### src/sv/dq_pkg.sv
package dq_pkg;

  localparam int unsigned DEPTH_DEF = 64;
  localparam int unsigned DATA_W    = 32;
  localparam int unsigned OCC_W     = 7;
  localparam int unsigned REQ_W     = 2;
  localparam int unsigned IN_DATA_W  = 32;
  localparam int unsigned OUT_DATA_W = 112;

  typedef enum logic [REQ_W-1:0] {
    REQ_PUSH_FRONT = 2'd0,
    REQ_PUSH_BACK  = 2'd1,
    REQ_POP_FRONT  = 2'd2,
    REQ_POP_BACK   = 2'd3
  } req_e;

  typedef struct packed {
    logic exec;
    logic load;
  } dq_cmd_t;

  typedef struct packed {
    logic need_read;
  } dq_status_t;

endpackage

### src/sv/double_ended_queue_core.sv
// a push result is valid in the cycle after the request edge; a pop that leaves
// entries behind passes ST_READ (one registered ring read refetches the new front
// or back) before ST_RESP; any other pop goes straight to ST_RESP
// a new request is taken only once the result has been accepted in ST_RESP
// reset: head, tail and count cleared; ring storage keeps its contents, no init pass
module double_ended_queue_core import dq_pkg::*; #(
  parameter int unsigned DEPTH = DEPTH_DEF
) (
  input  logic                  clk_i,
  input  logic                  rst_ni,
  input  logic                  s_axis_tvalid,
  output logic                  s_axis_tready,
  input  logic [IN_DATA_W-1:0]  s_axis_tdata,  // push_value
  input  logic [REQ_W-1:0]      s_axis_tuser,  // req_type
  output logic                  m_axis_tvalid,
  input  logic                  m_axis_tready,
  // popped_value, front_value, back_value, is_empty, underflow, overflow,
  // occupancy, zero fill
  output logic [OUT_DATA_W-1:0] m_axis_tdata
);

  dq_cmd_t           cmd;
  dq_status_t        status;
  logic [DATA_W-1:0] popped_value, front_value, back_value;
  logic              is_empty, underflow, overflow;
  logic [OCC_W-1:0]  occupancy;

  dq_ctrl u_ctrl (
    .clk_i       (clk_i),
    .rst_ni      (rst_ni),
    .in_valid_i  (s_axis_tvalid),
    .in_ready_o  (s_axis_tready),
    .out_valid_o (m_axis_tvalid),
    .out_ready_i (m_axis_tready),
    .status_i    (status),
    .cmd_o       (cmd)
  );

  dq_datapath #(
    .DEPTH (DEPTH)
  ) u_datapath (
    .clk_i          (clk_i),
    .rst_ni         (rst_ni),
    .cmd_i          (cmd),
    .status_o       (status),
    .req_type_i     (s_axis_tuser),
    .push_value_i   (s_axis_tdata),
    .popped_value_o (popped_value),
    .front_value_o  (front_value),
    .back_value_o   (back_value),
    .is_empty_o     (is_empty),
    .underflow_o    (underflow),
    .overflow_o     (overflow),
    .occupancy_o    (occupancy)
  );

  assign m_axis_tdata = {6'b0, occupancy, overflow, underflow, is_empty,
                         back_value, front_value, popped_value};

`ifndef SYNTH
  a_one_side: assert property (@(posedge clk_i) disable iff (!rst_ni)
    !(s_axis_tready && m_axis_tvalid))
    else $error("request taken while result pending");
`endif

endmodule

### src/sv/dq_ram.sv
module dq_ram #(
  parameter int unsigned WIDTH = 32,
  parameter int unsigned DEPTH = 64
) (
  input  logic                     clk_i,
  input  logic                     we_i,
  input  logic [$clog2(DEPTH)-1:0] waddr_i,
  input  logic [WIDTH-1:0]         wdata_i,
  input  logic                     re_i,
  input  logic [$clog2(DEPTH)-1:0] raddr_i,
  output logic [WIDTH-1:0]         rdata_o
);

  logic [WIDTH-1:0] mem_q [DEPTH];
  logic [WIDTH-1:0] rdata_q;

  always_ff @(posedge clk_i) begin
    if (we_i) begin
      mem_q[waddr_i] <= wdata_i;
    end
    if (re_i) begin
      rdata_q <= mem_q[raddr_i];
    end
  end

  assign rdata_o = rdata_q;

endmodule

### src/sv/dq_ctrl.sv
module dq_ctrl import dq_pkg::*; (
  input  logic       clk_i,
  input  logic       rst_ni,
  input  logic       in_valid_i,
  output logic       in_ready_o,
  output logic       out_valid_o,
  input  logic       out_ready_i,
  input  dq_status_t status_i,
  output dq_cmd_t    cmd_o
);

  typedef enum logic [2:0] {
    ST_IDLE = 3'b001,
    ST_READ = 3'b010,
    ST_RESP = 3'b100
  } state_e;

  state_e state_q, state_d;

  always_comb begin
    state_d     = state_q;
    cmd_o       = '0;
    in_ready_o  = 1'b0;
    out_valid_o = 1'b0;
    case (state_q)
      ST_IDLE: begin
        in_ready_o = 1'b1;
        if (in_valid_i) begin
          cmd_o.exec = 1'b1;
          state_d    = status_i.need_read ? ST_READ : ST_RESP;
        end
      end
      ST_READ: begin
        cmd_o.load = 1'b1;
        state_d    = ST_RESP;
      end
      ST_RESP: begin
        out_valid_o = 1'b1;
        if (out_ready_i) begin
          state_d = ST_IDLE;
        end
      end
      default: begin
        state_d = ST_IDLE;
      end
    endcase
  end

  always_ff @(posedge clk_i or negedge rst_ni) begin
    if (!rst_ni) begin
      state_q <= ST_IDLE;
    end else begin
      state_q <= state_d;
    end
  end

`ifndef SYNTH
  a_read_then_resp: assert property (@(posedge clk_i) disable iff (!rst_ni)
    cmd_o.load |=> out_valid_o)
    else $error("load not followed by result");
  a_exec_read: assert property (@(posedge clk_i) disable iff (!rst_ni)
    (cmd_o.exec && status_i.need_read) |=> cmd_o.load)
    else $error("pop read not loaded");
`endif

endmodule

### src/sv/dq_datapath.sv
module dq_datapath import dq_pkg::*; #(
  parameter int unsigned DEPTH = DEPTH_DEF
) (
  input  logic              clk_i,
  input  logic              rst_ni,
  input  dq_cmd_t           cmd_i,
  output dq_status_t        status_o,
  input  logic [REQ_W-1:0]  req_type_i,
  input  logic [DATA_W-1:0] push_value_i,
  output logic [DATA_W-1:0] popped_value_o,
  output logic [DATA_W-1:0] front_value_o,
  output logic [DATA_W-1:0] back_value_o,
  output logic              is_empty_o,
  output logic              underflow_o,
  output logic              overflow_o,
  output logic [OCC_W-1:0]  occupancy_o
);

  localparam int unsigned IDX_W = $clog2(DEPTH);
  localparam int unsigned CNT_W = $clog2(DEPTH + 1);

  logic [IDX_W-1:0]  head_q, tail_q;
  logic [CNT_W-1:0]  count_q;
  logic [DATA_W-1:0] front_q, back_q, popped_q;
  logic              uflow_q, oflow_q, load_front_q;

  logic [IDX_W-1:0]  head_prev, head_next, tail_prev, tail_next, tail_prev2;
  logic              is_push, full, empty;
  logic              ram_we, ram_re;
  logic [IDX_W-1:0]  ram_waddr, ram_raddr;
  logic [DATA_W-1:0] ram_rdata;
  logic [CNT_W+OCC_W-1:0] cnt_ext;
  req_e              req;

  assign req   = req_e'(req_type_i);
  assign is_push = (req == REQ_PUSH_FRONT) || (req == REQ_PUSH_BACK);
  assign full  = (count_q == CNT_W'(DEPTH));
  assign empty = (count_q == '0);

  assign head_prev  = (head_q == '0) ? IDX_W'(DEPTH - 1) : head_q - 1'b1;
  assign head_next  = (head_q == IDX_W'(DEPTH - 1)) ? '0 : head_q + 1'b1;
  assign tail_prev  = (tail_q == '0) ? IDX_W'(DEPTH - 1) : tail_q - 1'b1;
  assign tail_next  = (tail_q == IDX_W'(DEPTH - 1)) ? '0 : tail_q + 1'b1;
  assign tail_prev2 = (tail_prev == '0) ? IDX_W'(DEPTH - 1) : tail_prev - 1'b1;

  // a pop leaving entries behind refetches the new end from the ring
  assign status_o.need_read = !is_push && (count_q > CNT_W'(1));

  assign ram_we    = cmd_i.exec && is_push && !full;
  assign ram_waddr = (req == REQ_PUSH_FRONT) ? head_prev : tail_q;
  assign ram_re    = cmd_i.exec && status_o.need_read;
  assign ram_raddr = (req == REQ_POP_FRONT) ? head_next : tail_prev2;

  dq_ram #(
    .WIDTH (DATA_W),
    .DEPTH (DEPTH)
  ) u_ram (
    .clk_i   (clk_i),
    .we_i    (ram_we),
    .waddr_i (ram_waddr),
    .wdata_i (push_value_i),
    .re_i    (ram_re),
    .raddr_i (ram_raddr),
    .rdata_o (ram_rdata)
  );

  always_ff @(posedge clk_i or negedge rst_ni) begin
    if (!rst_ni) begin
      head_q       <= '0;
      tail_q       <= '0;
      count_q      <= '0;
      front_q      <= '0;
      back_q       <= '0;
      popped_q     <= '0;
      uflow_q      <= 1'b0;
      oflow_q      <= 1'b0;
      load_front_q <= 1'b0;
    end else if (cmd_i.exec) begin
      uflow_q      <= !is_push && empty;
      oflow_q      <= is_push && full;
      popped_q     <= '0;
      load_front_q <= (req == REQ_POP_FRONT);
      case (req)
        REQ_PUSH_FRONT: begin
          if (!full) begin
            head_q  <= head_prev;
            count_q <= count_q + 1'b1;
            front_q <= push_value_i;
            if (empty) begin
              back_q <= push_value_i;
            end
          end
        end
        REQ_PUSH_BACK: begin
          if (!full) begin
            tail_q  <= tail_next;
            count_q <= count_q + 1'b1;
            back_q  <= push_value_i;
            if (empty) begin
              front_q <= push_value_i;
            end
          end
        end
        REQ_POP_FRONT: begin
          if (!empty) begin
            popped_q <= front_q;
            head_q   <= head_next;
            count_q  <= count_q - 1'b1;
          end
        end
        REQ_POP_BACK: begin
          if (!empty) begin
            popped_q <= back_q;
            tail_q   <= tail_prev;
            count_q  <= count_q - 1'b1;
          end
        end
        default: begin
          popped_q <= '0;
        end
      endcase
    end else if (cmd_i.load) begin
      if (load_front_q) begin
        front_q <= ram_rdata;
      end else begin
        back_q <= ram_rdata;
      end
    end
  end

  assign cnt_ext        = {{OCC_W{1'b0}}, count_q};
  assign popped_value_o = popped_q;
  assign front_value_o  = empty ? '1 : front_q;
  assign back_value_o   = empty ? '1 : back_q;
  assign is_empty_o     = empty;
  assign underflow_o    = uflow_q;
  assign overflow_o     = oflow_q;
  assign occupancy_o    = cnt_ext[OCC_W-1:0];

`ifndef SYNTH
  a_count_bound: assert property (@(posedge clk_i) disable iff (!rst_ni)
    count_q <= CNT_W'(DEPTH))
    else $error("count beyond depth");
  a_oflow_full: assert property (@(posedge clk_i) disable iff (!rst_ni)
    oflow_q |-> full)
    else $error("overflow while not full");
  a_uflow_empty: assert property (@(posedge clk_i) disable iff (!rst_ni)
    uflow_q |-> empty)
    else $error("underflow while not empty");
  a_no_write_on_read: assert property (@(posedge clk_i) disable iff (!rst_ni)
    !(ram_we && ram_re))
    else $error("write and read in one request");
`endif

endmodule
### config.mk
export PLATFORM = sky130hd
export DESIGN_NAME = double_ended_queue_core
export DESIGN_NICKNAME = d
export VERILOG_FILES = /design/src/sv/dq_pkg.sv /design/src/sv/double_ended_queue_core.sv /design/src/sv/dq_ram.sv /design/src/sv/dq_ctrl.sv /design/src/sv/dq_datapath.sv
export SDC_FILE = /design/constraint.sdc
export NUM_CORES = 2
export LEC_CHECK = 0
export BUFFER_PORTS_ARGS = -buffer_cell sky130_fd_sc_hd__buf_2
export CAP_MARGIN = 30
export CORE_AREA = 4 4 592 594
export CTS_BUF_LIST = sky130_fd_sc_hd__clkbuf_4 sky130_fd_sc_hd__clkbuf_8 sky130_fd_sc_hd__clkbuf_16
export DETAILED_ROUTE_END_ITERATION = 10
export DIE_AREA = 0 0 596 598
export PLACE_DENSITY = 0.37
export SLEW_MARGIN = 5
export SYNTH_ARGS = -nofsm -noshare
export SYNTH_HDL_FRONTEND = slang
export SYNTH_SLANG_ARGS = --single-unit
### constraint.sdc
create_clock -name clk_i -period 11 [get_ports clk_i]
set_input_delay 0.55 -clock clk_i [delete_from_list [all_inputs] [get_ports clk_i]]
set_output_delay 0.55 -clock clk_i [all_outputs]
set_load 0.02 [all_outputs]
==> reports/qor.csv <==
metric;value;unit
clk_pin_slew;60;ps
ant_nets;0;
cp_max_fo;30;
via_per_inst;4.63;
finalSetupViolations;0;
die_h;598;um
syn_inst;4126;
initial_core_util;24.9;%
cts_tree;built;
hpwl;158;mm
clkLatencyLatePin;880;ps
dpl_cell_area;0.0934;mm2
final_common_cell;edfxtp_1;
drt-wirelength-per-cell;30.7;um
powerDensity;309;mW/mm2
max-clock-path-buffers;4;
die_width;596;um
relSlewSlack;27.7;%
setup-tns-final;0;ps
first_global_vias;44800;
finalCritPeriodShare;51.9;%
finalNetCount;4540;
grt_max_degree;107;
drv_cap;0;
critPathLaunchType;flop;
drtIter0Drc;3965;
core_area;0.345;mm2
dieArea;0.356;mm2
drv_slew;0;
area_growth;18.4;%
final_cell_mix;edfxtp_1 (2080), mux4_2 (480), mux2i_1 (286);
num_vias;42900;
timing.fmax;0.175;GHz
synth_cell_types;64;
ys_async_sr_fraction;5.50;%
drtPass1Iterations;5;
layout-drive-gt1-share;29.6;%
syn-cell-area;0.0859;mm2
ys_ff_latch;2201;
cts_sinks;2201;
cp-end-kind;flop;
finalHoldViolCount;0;
crit_type;flop to flop;
min_period;5710;ps
final_cells;9269;
hold_slack;134;ps
worst-endpoint-arrival;6280;ps
rsz0062_at_grt;no;
multi_input_area;0.0199;mm2
total_power;31500;uW
cts_buffers;262;
tightest_slew;1090;ps
status;finished, final reports clean;
gr-usage-all-layers;15.6;%
cts_setup_buffers;0;
synth_edf_count;2080;
routed_wl;284;mm
ys.flop_type;edfxtp_1;
h-tree-depth;5;
place_inst;8800;
overflow;0;
fp-row-count;216;
fin_area;0.102;mm2
syn_area_per_cell;20.8;um2
yosys_warnings;0;
regArea;0.0655;mm2
drc;0;
holdCritPathClass;primary input to flop;
finalClockSkew;52.3;ps
cp.required;11570;ps
io_pins;152;
clock-root-buffer;clkbuf_16;
port_buffers;145;
routabilityCongestion;0.742;
grt_pass1_wl;389;mm
peakVddDrop;0.000377;V
num-fill-cells;33600;
ys_seq_area_share;76.2;%
antenna_found_initial;19;
power_leakage;0.0325;uW
## cell usage after synthesis (2+ instances only)
cell type / instances / area share [%]
nor3b_1: 3 / 0.026
dfrtp_1: 120 / 3.5
nand2_1: 71 / 0.31
nor3_2: 4 / 0.047
mux2_2: 67 / 0.88
xor2_1: 7 / 0.071
or2_2: 2 / 0.015
mux4_2: 480 / 13
nand4_1: 3 / 0.022
nor2_1: 151 / 0.66
edfxtp_1: 2080 / 73
o22ai_1: 97 / 0.71
or4_1: 32 / 0.28
o21ai_0: 62 / 0.36
o21a_1: 2 / 0.017
a21o_1: 4 / 0.035
and3_1: 7 / 0.051
and4_1: 3 / 0.031
nor4_1: 3 / 0.022
inv_1: 10 / 0.044
o31a_1: 2 / 0.020
nand3b_1: 7 / 0.061
mux2i_1: 289 / 3.4
nor2b_1: 3 / 0.022
buf_4: 15 / 0.13
a22o_1: 35 / 0.36
o211ai_1: 32 / 0.28
a211oi_1: 3 / 0.026
and2_1: 6 / 0.044
xnor2_1: 11 / 0.11
nand2b_1: 71 / 0.52
a31oi_1: 3 / 0.022
nand3_1: 87 / 0.51
clkbuf_1: 112 / 0.49
ha_1: 11 / 0.16
buf_2: 103 / 0.60
a21oi_1: 85 / 0.50
buf_1: 9 / 0.039
buf_6: 4 / 0.052
nor3_1: 6 / 0.035
## cell type report
cell class | count | area share, %
inverter | 11 | 0.0406
clock buffer | 345 | 7.17
multi-input combinational | 1675 | 19.5
timing repair buffer | 340 | 2.35
antenna | 11 | 0.0271
clock inverter | 108 | 0.893
tap | 4578 | 5.63
sequential | 2201 | 64.4
## state kept, by name, summed over array words and instances, names as in the netlist, 3 cells and up
register	flops
u_datapath.tail_q	6
u_datapath.occupancy_o	7
u_datapath.u_ram.rdata_o	32
u_datapath.front_q	32
u_datapath.u_ram.mem_q	2048
u_datapath.back_q	32
u_datapath.popped_value_o	32
u_datapath.head_q	6
u_ctrl.state_q	3
## final timing paths
check / start / cells past startpoint / to / slack [ps]
worst max-delay path: u_datapath.tail_q[0] / 12 / u_datapath.u_ram.rdata_o[11] / 5290
worst min-delay path: m_axis_tready / 4 / u_ctrl.state_q[0] / 130
worst max register to register: u_datapath.tail_q[0] / 12 / u_datapath.u_ram.rdata_o[11] / 5290
worst min register to register: u_datapath.popped_value_o[28] / 2 / u_datapath.popped_value_o[28] / 470
max in group asynchronous: rst_ni / 4 / u_ctrl.state_q[0] / 9600
min in group asynchronous: rst_ni / 2 / u_datapath.popped_value_o[2] / 260
## cell families after synthesis
logic type / Yosys count / share of synthesized area [%]
simple gates: 467 / 2.74
other cells: 1 / 0.00437
compound gates: 337 / 2.47
flops: 2201 / 76.2
xor+xnor: 18 / 0.184
buf+inv: 255 / 1.37
mux: 836 / 16.8
fa+ha+maj: 11 / 0.160
## what timing repair did
item	CTS	global route
endpoints found under the setup margin	0	0
hold buffers	4	0
gates resized for setup	0	0
hold endpoints to repair	68	0
## critical path, stage by stage (launching register included)
cell and delay [ps]:
dfrtp_1 570, inv_1 200, ha_1 190, or4b_1 470, a21o_1 210, and2_1 180
and3_1 250, o22ai_4 730, buf_4 640, buf_4 680, mux2i_1 290, o22ai_1 320
or4_1 620
## where the power goes
part	switching [uW]	internal [uW]	leakage [uW]
Clock	3450	4870	0.00409
Sequential	365	9650	0.0201
Combinational	7720	5400	0.00826
Total	11500	19900	0.0325
## routing by layer
layer  part of all wire [%]  wire length [um]  global-route usage [%]  up-vias
li1                       -                 -                       -    17900
met5                      0                 0                       0        -
met3                    3.9             11000                    1.87      317
met2                     48            136000                    25.8      999
met4                    1.7              4820                    3.00        0
met1                     47            132000                    22.3    23800
## through the flow
stage | util (%) | setup WS [ps]
floorplan | - | 6690
global placement | 27.0 | 4670
detailed placement | 27.1 | 4710
CTS | 29.5 | 5220
global route | 29.5 | 4990
finish | 29.5 | 5290
Power figures use the tool's default switching activity.
